## config.mk

```make
export PLATFORM = sky130hd
export DESIGN_NAME = lpst_ctrl
export DESIGN_NICKNAME = d
export VERILOG_FILES = /design/src/hdl/lpst_pkg.sv /design/src/hdl/lpst_ctrl.sv
export VERILOG_INCLUDE_DIRS = /design/src /design/src/hdl
export SDC_FILE = /design/constraint.sdc
export NUM_CORES = 1
export LEC_CHECK = 0
export ABC_AREA = 1
export BUFFER_PORTS_ARGS = -buffer_cell sky130_fd_sc_hd__buf_2
export CORE_MARGIN = 8
export CORE_UTILIZATION = 30
export CTS_BUF_LIST = sky130_fd_sc_hd__clkbuf_8
export CTS_CLUSTER_SIZE = 30
export DETAILED_ROUTE_END_ITERATION = 16
export GPL_TIMING_DRIVEN = 0
export PLACE_DENSITY = 0.58
export SLEW_MARGIN = 30
export SYNTH_ARGS = -nofsm -noshare
export SYNTH_HDL_FRONTEND = slang
export SYNTH_SLANG_ARGS = --single-unit
```

## constraint.sdc

```tcl
create_clock -name clock -period 1.66 [get_ports clock]
set_clock_uncertainty 0.2 [all_clocks]
set_input_delay 0.332 -clock clock [delete_from_list [all_inputs] [get_ports clock]]
set_output_delay 0.332 -clock clock [all_outputs]
set_load 0.005 [all_outputs]
```

## src/hdl/assert_macros.svh

```systemverilog
// Assertion macros shared by the symbol table modules.
// Define NO_ASSERTIONS to compile every check away.
`ifndef ASSERT_MACROS_SVH
`define ASSERT_MACROS_SVH
`ifndef NO_ASSERTIONS
`define ASSERT_CLK(label, clk, rst, prop, msg) \
   label: assert property (@(posedge clk) disable iff (rst) prop) else $error(msg);
`define ASSERT_CLK_NR(label, clk, prop, msg) \
   label: assert property (@(posedge clk) prop) else $error(msg);
`else
`define ASSERT_CLK(label, clk, rst, prop, msg)
`define ASSERT_CLK_NR(label, clk, prop, msg)
`endif
`endif

```

## src/hdl/lpst_pkg.sv

```systemverilog
// Package for the linear probe symbol table: sizes, codes and shared types.
// Used by the controller, datapath and top level.
package lpst_pkg;
   localparam int TableSlots = 1024;
   localparam int NameBytes = 8;
   localparam int KeyW = 64;
   localparam int SlotW = 10;

   localparam logic [1:0] ACT_LOOKUP = 2'd0;
   localparam logic [1:0] ACT_INSERT = 2'd1;
   localparam logic [1:0] ACT_DELETE = 2'd2;

   localparam logic [2:0] ST_FOUND = 3'd0;
   localparam logic [2:0] ST_INSERTED = 3'd1;
   localparam logic [2:0] ST_NOT_FOUND = 3'd2;
   localparam logic [2:0] ST_DELETED = 3'd3;
   localparam logic [2:0] ST_DEL_MISSING = 3'd4;
   localparam logic [2:0] ST_FULL = 3'd5;

   // Controller to datapath commands.
   typedef struct packed {
      logic load;        // capture request and normalize
      logic clr_step;    // advance clearing pass
      logic rd_probe;    // read slot at probe pointer
      logic adv_probe;   // probe pointer + 1
      logic wr_insert;   // write key at probe pointer
      logic start_del;   // hole = probe, scan = probe
      logic rd_scan;     // read slot at scan + 1, scan advances
      logic wr_hole_clr; // clear slot at hole
      logic wr_move;     // copy scanned entry into hole, hole = scan
      logic cnt_inc;
      logic cnt_dec;
   } cmd_type;

   // Datapath to controller status.
   typedef struct packed {
      logic clr_done;
      logic rd_used;     // registered read: slot used
      logic rd_match;    // registered read: same key and home
      logic rd_movable;  // scanned entry may move into hole
      logic probe_wrap;  // next probe would return to home
      logic scan_wrap;   // scan returned to hole
      logic is_full;     // count + 1 would reach slots - 1
      logic [1:0] action;
   } sts_type;
endpackage

```

## src/hdl/lpst_ctrl.sv

```systemverilog
// Controller state machine for the symbol table: clearing pass, probe, insert, delete shift.
// Uses lpst_pkg command, status and code constants.
module lpst_ctrl #(
   parameter int TABLE_SLOTS = lpst_pkg::TableSlots,
   localparam int AW = $clog2(TABLE_SLOTS)
) (
   input  logic clock,
   input  logic reset,
   input  logic req_valid,
   output logic req_ready,
   output logic rsp_valid,
   input  logic rsp_ready,
   output logic [2:0] rsp_status,
   output logic [9:0] rsp_slot_index,
   input  logic [AW-1:0] probe_slot,
   input  lpst_pkg::sts_type sts,
   output lpst_pkg::cmd_type cmd
);
   typedef enum logic [7:0] {
      S_CLEAR = 8'b0000_0001,
      S_IDLE  = 8'b0000_0010,
      S_PRD   = 8'b0000_0100,
      S_PCHK  = 8'b0000_1000,
      S_DCLR  = 8'b0001_0000,
      S_SRD   = 8'b0010_0000,
      S_SCHK  = 8'b0100_0000,
      S_RESP  = 8'b1000_0000
   } state_type;

   state_type state_ff, state_in;
   logic rsp_valid_ff, rsp_valid_in;
   logic [2:0] status_ff, status_in;
   logic [9:0] slot_ff, slot_in;
   logic [AW-1:0] walk_ff, walk_in;
   logic [9:0] probe10;

   assign probe10 = 10'(probe_slot);
   assign req_ready = state_ff == S_IDLE && !rsp_valid_ff;

   always_comb begin
      cmd = '0;
      state_in = state_ff;
      rsp_valid_in = rsp_valid_ff && !rsp_ready;
      status_in = status_ff;
      slot_in = slot_ff;
      walk_in = walk_ff;
      case (state_ff)
         S_CLEAR: begin
            cmd.clr_step = !sts.clr_done;
            if (sts.clr_done) state_in = S_IDLE;
         end
         S_IDLE: if (req_valid && req_ready) begin
            cmd.load = 1'b1;
            walk_in = '0;
            state_in = S_PRD;
         end
         S_PRD: begin
            cmd.rd_probe = 1'b1;
            state_in = S_PCHK;
         end
         S_PCHK: begin
            slot_in = '0;
            state_in = S_RESP;
            if (sts.rd_used && sts.rd_match) begin
               if (sts.action == lpst_pkg::ACT_DELETE) begin
                  cmd.start_del = 1'b1;
                  cmd.cnt_dec = 1'b1;
                  status_in = lpst_pkg::ST_DELETED;
                  state_in = S_DCLR;
               end else begin
                  status_in = lpst_pkg::ST_FOUND;
                  slot_in = probe10;
               end
            end else if (!sts.rd_used) begin
               if (sts.action == lpst_pkg::ACT_DELETE)
                  status_in = lpst_pkg::ST_DEL_MISSING;
               else if (sts.action == lpst_pkg::ACT_INSERT) begin
                  if (sts.is_full) status_in = lpst_pkg::ST_FULL;
                  else begin
                     cmd.wr_insert = 1'b1;
                     cmd.cnt_inc = 1'b1;
                     status_in = lpst_pkg::ST_INSERTED;
                     slot_in = probe10;
                  end
               end else status_in = lpst_pkg::ST_NOT_FOUND;
            end else if (sts.probe_wrap) begin
               if (sts.action == lpst_pkg::ACT_DELETE)
                  status_in = lpst_pkg::ST_DEL_MISSING;
               else if (sts.action == lpst_pkg::ACT_INSERT)
                  status_in = lpst_pkg::ST_FULL;
               else status_in = lpst_pkg::ST_NOT_FOUND;
            end else begin
               cmd.adv_probe = 1'b1;
               state_in = S_PRD;
            end
         end
         S_DCLR: begin
            cmd.wr_hole_clr = 1'b1;
            walk_in = '0;
            state_in = S_SRD;
         end
         S_SRD: begin
            cmd.rd_scan = 1'b1;
            walk_in = walk_ff + 1'b1;
            state_in = S_SCHK;
         end
         S_SCHK: begin
            // A walk that comes all the way round ends the shift with the hole left empty.
            if (!sts.rd_used || sts.scan_wrap) state_in = S_RESP;
            else if (sts.rd_movable) begin
               cmd.wr_move = 1'b1;
               state_in = S_DCLR;
            end else if (walk_ff == '0) state_in = S_RESP;
            else state_in = S_SRD;
         end
         S_RESP: begin
            rsp_valid_in = 1'b1;
            state_in = S_IDLE;
         end
         default: state_in = S_CLEAR;
      endcase
   end

   always_ff @(posedge clock) begin
      if (reset) begin
         state_ff <= S_CLEAR;
         rsp_valid_ff <= 1'b0;
      end else begin
         state_ff <= state_in;
         rsp_valid_ff <= rsp_valid_in;
      end
      status_ff <= status_in;
      slot_ff <= slot_in;
      walk_ff <= walk_in;
   end

   assign rsp_valid = rsp_valid_ff;
   assign rsp_status = status_ff;
   assign rsp_slot_index = slot_ff;

   `include "assert_macros.svh"
   `ASSERT_CLK(a_onehot, clock, reset, $onehot(state_ff), "state not one-hot")
   `ASSERT_CLK(a_slot_zero, clock, reset,
      rsp_valid |-> (rsp_status == lpst_pkg::ST_FOUND ||
      rsp_status == lpst_pkg::ST_INSERTED || rsp_slot_index == 10'd0), "slot not zero")
   `ASSERT_CLK(a_accept_idle, clock, reset, (req_valid && req_ready) |=> state_ff == S_PRD,
      "accept did not start probe")
endmodule

```

==> results.md <==
- Status: complete, but fails checks
- Failing checks: setup timing
- Crit share post-route: 112%
- Initial core utilization: 30.8%
- TritonCTS Buffers: 5
- Flops & latches, synth: 32
- Ys flop type: edfxtp_1
- ANT nets after route: 0
- Area occupied by registers: 886 um2
- Cell area after synthesis: 1810 um2
- Worst-path maximum fanout: 5
- I/O pin cnt: 49
- Mux contribution to synthesized area: 0%
- Final Wtd Congestion: 0.754
- Max Clk Rate: 539 MHz
- Compound-cell area share of the yosys netlist: 5.46%
- Post-Synthesis Cells: 213
- Top-area cell type share of the netlist area: 38.1%
- CP delay by family, top: simple AND/OR/NAND/NOR gates
- Comb pwr share: 16.6%
- Number of global-route vias before repair: 1619
- Hold WC Path Type: in2reg
- Clock power frac: 36.7%
- DRT iter0 DRCs: 60
- Core Region: 5890 um2
- Wire per inst: 11.9 um
- Switching Share: 25.7%
- Initial antenna violation count: 0
- First-pass DRT Iterations: 4
- Leak: 1.22 nW
- IO buf count: 47
- DR DRC count: 0
- Synth Area in XOR/XNOR: 0.968%
- Clk Latency, worst-skew pair: 0.28 ns
- Final WS setup: -0.197 ns
- Slew HR: 83.2%
- Worst-case clock buffer depth: 2
- Minimum clock period: 1.86 ns
- Filler cells: 593
- Tot Pwr: 0.00196 W
- Post-DP HPWL: 3080 um
- Chip width: 93.7 um
- Slew @ Worst Pin: 0.251 ns
- Netlist cell types: 32
- RSZ-0062 raised after global routing: true
- Sequential share of power: 46.6%
- Synth top area cells: edfxtp_1, dfxtp_1, inv_1, nor2_1, nand2_1
- Hold_buf cts: 0
- Clock sink count: 32
- Combinational family with the most area after synthesis: simple AND/OR/NAND/NOR gates
- Number of H-tree levels: 2
- Crit path largest cell delay: 0.34 ns
- Max-cap violations: 0
- Cell taking the most area after synthesis: edfxtp_1
- Asr flop ratio synth: 0%
- Placed instance area: 2160 um2
- ANT cells: 0
- Peak supply drop: 481 uV
- Fin. Hold Viols: 0
- Crit-path cells: inv_2 > nand2_1 > nor2_4 > nand2_8 > nor2_4 > buf_6 > buf_6
- Number of warnings issued by yosys: 0
- Max Slew Vio Count: 0
- Vias per inst: 4.36
- Pwr per Cell Area: 737 nW/um2
- WP buf/inv: 3
- Area growth syn-to-layout: 46.8%
- Crit-path slowest cell: dfxtp_2
- First-pass GRT wire length: 7190 um
- Multi-input logic area: 916 um2
- Post-Synth Simple-Gate Area: 31.3%
- Worst EP required: 1.13 ns
- Critical path class: reg2out
- Adder-cell share of the synthesized area: 2.76%
- GR Overflow Total: 0
- EDFF count, synth: 23
- Row count: 28
- Routed WL: 4350 um
- CTS tree: yes
- Final setup fails: 22
- Sequential share of the synthesized area: 48.1%
- Synthesized area per cell: 8.50 um2
- Largest net degree at the start of global routing: 11
- Post-synth top cells: inv_1, nor2_1, nand2_1, edfxtp_1
- Crit path DAT: 1.32 ns
- Die Span Y: 93.7 um
- Share of cells above drive strength 1: 51.0%
- Finished Cell Area: 2660 um2
- GRT Util Overall: 10.1%
- CTS clk-pin slew, worst paths: 0.06 ns
- Crit. End Element: output port
- P_sw: 0.000504 W
- Syn_nets: 240
- Placement Setup Slack: -0.230 ns
- CP Launch Type: flop
- CTS root buffer: clkbuf_8
- Via count: 1593
- Final net count: 316
- Die area: 8780 um2
- P_int: 0.00146 W
==> path summary, 6_finish.rpt <==
| kind | end | slack [ns] | startpoint | cells after the start |
|---|---|---|---|---|
| max | cmd[5] | -0.20 | state_ff[2] | 7 |
| min | rsp_valid | 0.12 | rsp_ready | 4 |
| max reg2reg | walk_ff[0] | -0.10 | state_ff[6] | 8 |
| min reg2reg | rsp_valid | 0.38 | rsp_valid | 2 |
==> registers in the layout, indices dropped and copies added (netlist names) <==
name            cells
rsp_slot_index     10
rsp_status          3
rsp_valid           1
state_ff            8
walk_ff            10
==> layout by cell type, fill, tap and decap left out, drive strengths merged, types with 7 or more instances in the layout <==
cell    synthesis  final
nor2           51     51
buf             4     72
nand3          11     11
nand2          32     32
dfxtp           9      9
o21ai           7      7
edfxtp         23     23
nor3           10     10
inv            45     45
a21oi           8      8
==> worst reg2reg max path, cell delays in order, from the launching register on <==
cell and delay (ns):
dfxtp_4 0.36, nor2_4 0.04, buf_4 0.12, buf_6 0.11
nand3_2 0.10, buf_6 0.12, nand2_4 0.05, o21ai_4 0.20
clkinvlp_4 0.20
==> layout make-up <==
class	instances	share of cell area, %
Tap cell	75	3.53
Sequential cell	32	33.3
Buffer	4	1.32
Inverter	46	7.11
Clock buffer	5	2.59
Clock inverter	3	1.46
Multi-Input combinational cell	131	34.5
Timing Repair inverter	1	0.282
Timing Repair Buffer	68	15.9
==> through the flow <==
step | utilization (%) | std cells | TNS (ns) | hold slack [ns]
after global routing | 45.2 | 365 | -3.55 | 0.125
after detailed placement | 36.7 | 335 | -3.55 | 0.334
after CTS | 43.2 | 362 | -2.21 | 0.110
final | 45.2 | 365 | -2.09 | 0.118
after global placement | 36.7 | 335 | -2.99 | 0.317
after floorplan | - | 213 | 0 | 0.295
==> power groups by stage <==
| stage | Sequential [W] | Combinational (W) | Clock (W) |
|---|---|---|---|
| after floorplan | 0.000920 | 0.000173 | 0 |
| final | 0.000914 | 0.000326 | 0.000720 |
| after global placement | 0.000925 | 0.000240 | 0 |
| after global routing | 0.000918 | 0.000364 | 0.000775 |
| after CTS | 0.000910 | 0.000303 | 0.000740 |
| after detailed placement | 0.000925 | 0.000245 | 0 |
==> routing by layer <==
metal / share of wire (%) / global-route usage [%] / vias up
li1: - / - / 818
met1: 43 / 11.6 / 737
met2: 53 / 17.7 / 32
met3: 3.0 / 2.64 / 6
met4: 1.2 / 3.57 / 0
met5: 0 / 0 / -
==> what timing repair did <==
| item | 4_1_cts | 5_1_grt |
|---|---|---|
| cloned | 1 | 0 |
| setup endpoints to repair | 33 | 34 |
| setup buffers | 18 | 4 |
| gates resized for setup | 43 | 27 |
| pin swaps | 18 | 19 |
==> kinds of logic after synthesis <==
kind of cell,after synthesis
buf+inv,50
compound gates,17
fa+ha+maj,4
simple gates,108
xor+xnor,2
flops,32
No activity file was read; power rests on OpenSTA's default activity.
